### src/rtl/assert_macros.svh
// ----------------------------------------------------------------------------
// assert_macros.svh
// Assertion helpers shared by the hash table RTL.
// ----------------------------------------------------------------------------
`ifndef ASSERT_MACROS_SVH
`define ASSERT_MACROS_SVH

`ifndef SYNTHESIS

// same-cycle implication, disabled while reset is active
`define AST_IMP(name, clk, rst_n, ante, cons) \
	name: assert property (@(posedge clk) disable iff (!(rst_n)) (ante) |-> (cons)) \
		else $error("assertion failed");

// next-cycle implication, disabled while reset is active
`define AST_NXT(name, clk, rst_n, ante, cons) \
	name: assert property (@(posedge clk) disable iff (!(rst_n)) (ante) |=> (cons)) \
		else $error("assertion failed");

`else

`define AST_IMP(name, clk, rst_n, ante, cons)
`define AST_NXT(name, clk, rst_n, ante, cons)

`endif

`endif

### src/rtl/emht_pkg.sv
// ----------------------------------------------------------------------------
// emht_pkg
// Shared constants and controller/datapath interface types.
// ----------------------------------------------------------------------------
`default_nettype none

package emht_pkg;

	localparam int BUCKET_COUNT_DEF = 128;
	localparam int POOL_SLOTS_DEF   = 256;

	localparam logic       ACTION_INSERT = 1'b0;
	localparam logic       ACTION_LOOKUP = 1'b1;

	localparam logic [1:0] RES_OK   = 2'd0;
	localparam logic [1:0] RES_MISS = 2'd1;
	localparam logic [1:0] RES_FULL = 2'd2;

	typedef struct packed {
		logic       clr;
		logic       capture;
		logic       mul;
		logic       hash_start;
		logic       hash_step;
		logic       slot_rd;
		logic       from_head;
		logic       upd;
		logic       alloc;
		logic       finish;
		logic       found;
		logic [1:0] code;
	} cmd_t;

	typedef struct packed {
		logic clr_last;
		logic hash_done;
		logic head_null;
		logic next_null;
		logic hit;
		logic is_lookup;
		logic pool_full;
	} stat_t;

endpackage

`default_nettype wire

### src/rtl/emht_ctrl.sv
// ----------------------------------------------------------------------------
// emht_ctrl
// Sequencer: clears bucket heads after reset, then runs hash, chain walk and
// slot update or allocation for each request.
// ----------------------------------------------------------------------------
`default_nettype none
`include "assert_macros.svh"

module emht_ctrl (
	input  wire logic           clk,
	input  wire logic           arst_n,
	input  wire logic           start,
	output logic                busy,
	input  wire emht_pkg::stat_t st,
	output emht_pkg::cmd_t      cmd
);
	import emht_pkg::*;

	typedef enum logic [7:0] {
		S_CLEAR = 8'b0000_0001,
		S_IDLE  = 8'b0000_0010,
		S_MUL   = 8'b0000_0100,
		S_HASH  = 8'b0000_1000,
		S_HEAD  = 8'b0001_0000,
		S_LINK  = 8'b0010_0000,
		S_SLOT  = 8'b0100_0000,
		S_ALLOC = 8'b1000_0000
	} state_t;

	state_t state_q, state_d;

	always_ff @(posedge clk or negedge arst_n) begin
		if (!arst_n) begin
			state_q <= S_CLEAR;
		end else begin
			state_q <= state_d;
		end
	end

	assign busy = (state_q != S_IDLE);

	always_comb begin
		cmd     = '0;
		state_d = state_q;
		unique case (state_q)
			S_CLEAR: begin
				cmd.clr = 1'b1;
				if (st.clr_last) begin
					state_d = S_IDLE;
				end
			end
			S_IDLE: begin
				if (start) begin
					cmd.capture = 1'b1;
					state_d     = S_MUL;
				end
			end
			S_MUL: begin
				cmd.mul        = 1'b1;
				cmd.hash_start = 1'b1;
				state_d        = S_HASH;
			end
			S_HASH: begin
				cmd.hash_step = 1'b1;
				if (st.hash_done) begin
					state_d = S_HEAD;
				end
			end
			S_HEAD: begin
				state_d = S_LINK;
			end
			S_LINK: begin
				if (!st.head_null) begin
					cmd.slot_rd   = 1'b1;
					cmd.from_head = 1'b1;
					state_d       = S_SLOT;
				end else if (st.is_lookup) begin
					cmd.finish = 1'b1;
					cmd.code   = RES_MISS;
					state_d    = S_IDLE;
				end else begin
					state_d = S_ALLOC;
				end
			end
			S_SLOT: begin
				// lookup: valid match; insert: first invalid slot
				if (st.hit) begin
					cmd.upd    = 1'b1;
					cmd.finish = 1'b1;
					cmd.code   = RES_OK;
					cmd.found  = st.is_lookup;
					state_d    = S_IDLE;
				end else if (!st.next_null) begin
					cmd.slot_rd = 1'b1;
				end else if (st.is_lookup) begin
					cmd.finish = 1'b1;
					cmd.code   = RES_MISS;
					state_d    = S_IDLE;
				end else begin
					state_d = S_ALLOC;
				end
			end
			S_ALLOC: begin
				cmd.finish = 1'b1;
				if (st.pool_full) begin
					cmd.code = RES_FULL;
				end else begin
					cmd.alloc = 1'b1;
					cmd.code  = RES_OK;
				end
				state_d = S_IDLE;
			end
			default: begin
				state_d = S_IDLE;
			end
		endcase
	end

	`AST_NXT(a_finish_idle, clk, arst_n, cmd.finish, state_q == S_IDLE)
	`AST_IMP(a_alloc_room, clk, arst_n, cmd.alloc, !st.pool_full)
	`AST_NXT(a_read_walks, clk, arst_n, cmd.slot_rd, state_q == S_SLOT)

endmodule

`default_nettype wire

### config.mk
export PLATFORM = sky130hd
export DESIGN_NAME = emht_ctrl
export DESIGN_NICKNAME = d
export VERILOG_FILES = /design/src/rtl/emht_pkg.sv /design/src/rtl/emht_ctrl.sv
export VERILOG_INCLUDE_DIRS = /design/src /design/src/rtl
export SDC_FILE = /design/constraint.sdc
export NUM_CORES = 1
export LEC_CHECK = 0
export BUFFER_PORTS_ARGS = -buffer_cell sky130_fd_sc_hd__buf_2
export CAP_MARGIN = 15
export CORE_UTILIZATION = 42
export DETAILED_ROUTE_END_ITERATION = 6
export PLACE_DENSITY = 0.82
export SLEW_MARGIN = 40
export SYNTH_ARGS = -nofsm -noshare
export SYNTH_HDL_FRONTEND = slang
export SYNTH_SLANG_ARGS = --single-unit
### constraint.sdc
create_clock -name clk -period 1.8 [get_ports clk]
set_input_delay 0.18 -clock clk [delete_from_list [all_inputs] [get_ports clk]]
set_output_delay 0.18 -clock clk [all_outputs]
set_load 0.02 [all_outputs]
==> out/results.tsv <==
stage	metric	value	unit
grt	antenna_found_initial	0	
pwr	switching_share	43.5	%
placed_design	dp_hpwl	1310	µm
final_layout	diodes	0	
detailed_routing	drt-pass1-iter-count	4	
detailed_routing	wl_per_cell	19.8	µm
worst_setup_path	arrival	2.03	ns
clock_tree	clock-root-buffer	clkbuf_4	
final_layout	drive_gt1_share	60.9	%
min_path	hold_path.class	input pin to flop	
pwr	p_sw	0.000595	W
grt	grt.total_usage	26.7	%
placed_design	numPortBuffers	23	
die	io_pins	24	
final_layout	nets	126	
logic_synthesis	synthesis.area	627	µm²
sta	worst_slack	-0.412	ns
final_layout	largest_register_ffs	8	
sta	fmax	452	MHz
worst_setup_path	critical_path_class	flop to output port	
worst_setup_path	path_cells	or4_4 -> nor4_4 -> buf_4 -> a32oi_2 -> nor2b_2 -> buf_6	
pwr	pwr-share-clk	12.0	%
die	core	1350	µm²
outcome	violations	setup timing	
pwr	seq_power_share	18.1	%
final_layout	largest-register	state_q	
logic_synthesis	syn_nets	79	
detailed_routing	via_per_inst	6.15	
final_layout	multiInputGateArea	497	µm²
detailed_routing	wl	2570	µm
sta	worst_pin_slew	0.449	ns
pwr	p_comb_share	70.0	%
logic_synthesis	syn_inst	69	
sta	finalHoldViolCount	0	
worst_setup_path	required	1.62	ns
logic_synthesis	synth.avg_cell_area	9.08	µm²
pwr	p_total	0.00137	W
sta	relSlewSlack	69.9	%
worst_setup_path	crit_family	simple AND/OR/NAND/NOR gates	
pwr	vdd_drop_max	0.00126	V
clock_tree	cts.sinks	8	
worst_setup_path	worst_path_max_delay_cell	or4_4	
die	die_w	40.6	µm
pwr	leakage	0.536	nW
grt	grt.overflow.total	0	
clock_tree	cts_tree	done	
logic_synthesis	yosysUniqueCellTypes	34	
final_layout	final_cells	130	
worst_setup_path	endpoint_kind	output port	
pwr	power.density	1200	nW/µm²
worst_setup_path	critPathMaxStageDelay	0.58	ns
grt	grt_max_degree	11	
logic_synthesis	yosysSeqAreaShare	32.1	%
die	die_y	40.6	µm
sta	hold-worst-slack	0.0431	ns
clock_tree	cts_buffer_depth	2	
placed_design	routabilityCongestion	0.833	
sta	period_share	123	%
final_layout	nFillCells	87	
grt	grt_pass1_wl	2750	µm
placed_design	dp.cells	117	
clock_tree	cts-buffers-inserted	3	
clock_tree	clk_latency	0.28	ns
detailed_routing	vias	800	
sta	drv_slew	0	
detailed_routing	drc_errors	0	
worst_setup_path	worstPathMaxFanout	3	
final_layout	seqCellArea	201	µm²
final_layout	syn_to_final_growth	81.4	%
grt	first_global_vias	625	
sta	finClkSkew	0.00942	ns
worst_setup_path	start_kind	flop	
detailed_routing	drt_iter0_drc	22	
sta	fin_tns_setup	-2.97	ns
worst_setup_path	path_buf_inv	2	
placed_design	preCtsSetupSlack	-0.104	ns
logic_synthesis	ys.warnings.count	0	
die	die-area	1650	µm²
die	rows	13	
clock_tree	cts.htree.levels	1	
pwr	internal_power	0.000773	W
detailed_routing	antenna_left	0	
sta	period_minus_slack	2.21	ns
sta	rsz0062_at_grt	yes	
outcome	outcome	finished with violations	
die	start_util	46.4	%
clock_tree	clk_transition_reported_paths	0.06	ns
flow_run	cap_violations	0	
final_layout	reg.largest.list	state_q (8)	
sta	setup_viol	13	
logic_synthesis	synth_seq_cells	8	
[final timing paths]
path	from	to	slack, ns	cells past startpoint
worst max-delay path	state_q[3]	cmd[0]	-0.41	6
worst max register to register	state_q[3]	state_q[7]	-0.02	5
worst min register to register	state_q[1]	state_q[5]	0.69	2
worst min-delay path	st[6]	state_q[0]	0.04	2
min in group asynchronous	arst_n	state_q[5]	0.27	2
max in group asynchronous	arst_n	state_q[0]	1.29	2
[cells in the final DEF, fill, tap and decap left out, types with 2 or more instances in the layout]
master    Yosys  final
and3_1        4      3
nand3_4       0      2
buf_4         2     16
and2b_2       2      2
clkbuf_4      0      3
nand2b_1      2      2
o21ai_0       3      3
nor3b_1       3      3
buf_6         0     17
or4_4         2      2
nor2_1        6      4
dfrtp_1       7      7
nand2_1       2      2
xor2_1        2      2
and3_4        0      2
nor4_4        1      2
buf_2         0      9
nor2_4        0      2
and4b_2       2      2
a31oi_1       2      2
nor2b_1       4      3
[power by group through the flow]
stage	sequential (W)	combinational [W]	clock, W
2_1_floorplan	0.000255	0.000391	0
3_3_place_gp	0.000242	0.000610	0
3_5_place_dp	0.000243	0.000633	0
4_1_cts	0.000244	0.000862	0.000160
5_1_grt	0.000249	0.00101	0.000170
6_report	0.000247	0.000957	0.000164
[cells by family after synthesis]
group | Yosys count | share of synthesized area (%)
AND/OR/NAND/NOR | 42 | 47.1
XOR/XNOR | 2 | 2.79
buffers and inverters | 4 | 3.59
flip-flops | 8 | 32.1
AO/OA/AOI/OAI | 13 | 14.4
[timing repair]
action	4_1_cts	5_1_grt
endpoints found under the setup margin	13	17
buffers inserted	6	5
pin swaps	6	9
gates resized for setup	27	22
hold buffers	1	0
gates cloned	0	0
hold endpoints to repair	8	0
[layout make-up]
type | instances | share of cell area (%)
well taps | 15 | 1.65
multi-input cells | 57 | 43.7
clock buffers | 4 | 2.31
flip-flops and latches | 8 | 17.7
inverters | 2 | 0.660
repair buffers | 44 | 34.0
[synthesized netlist by cell type]
cell type / n / area, µm²
a211o_1: 1 / 8.76
a22o_1: 1 / 8.76
a31oi_1: 2 / 12.5
a32oi_1: 2 / 17.5
and2_1: 1 / 6.26
and2b_2: 2 / 17.5
and3_1: 4 / 25.0
and3_2: 1 / 7.51
and3b_1: 1 / 8.76
and4b_2: 2 / 22.5
buf_4: 2 / 15.0
dfrtp_1: 7 / 175
dfstp_2: 1 / 26.3
inv_1: 2 / 7.51
nand2_1: 2 / 7.51
nand2b_1: 2 / 12.5
nand3_1: 3 / 15.0
nand4_1: 1 / 6.26
nand4b_1: 1 / 8.76
nor2_1: 6 / 22.5
nor2b_1: 4 / 25.0
nor3_1: 2 / 10.0
nor3b_1: 3 / 22.5
nor4_1: 1 / 6.26
nor4_2: 1 / 12.5
nor4_4: 1 / 21.3
o2111ai_1: 1 / 8.76
o21ai_0: 3 / 15.0
o21ai_1: 2 / 10.0
o311ai_0: 1 / 8.76
or2_2: 1 / 6.26
or2b_2: 1 / 8.76
or4_4: 2 / 22.5
xor2_1: 2 / 17.5
[metrics by stage]
step | utilization (%) | instance area, µm²
after detailed placement | 63.5 | 857
after global routing | 84.2 | 1140
after CTS | 77.3 | 1040
after floorplan | - | 648
final | 84.2 | 1140
after global placement | 63.5 | 857
[layer usage]
layer | global-route usage [%] | up-vias | share of wire [%]
met1 | 32.0 | 395 | 43
met5 | 0 | - | 0
met4 | 20.0 | 0 | 4.0
met2 | 40.9 | 38 | 48
met3 | 6.52 | 10 | 4.7
li1 | - | 357 | -
No activity file was read; power rests on OpenSTA's default activity.
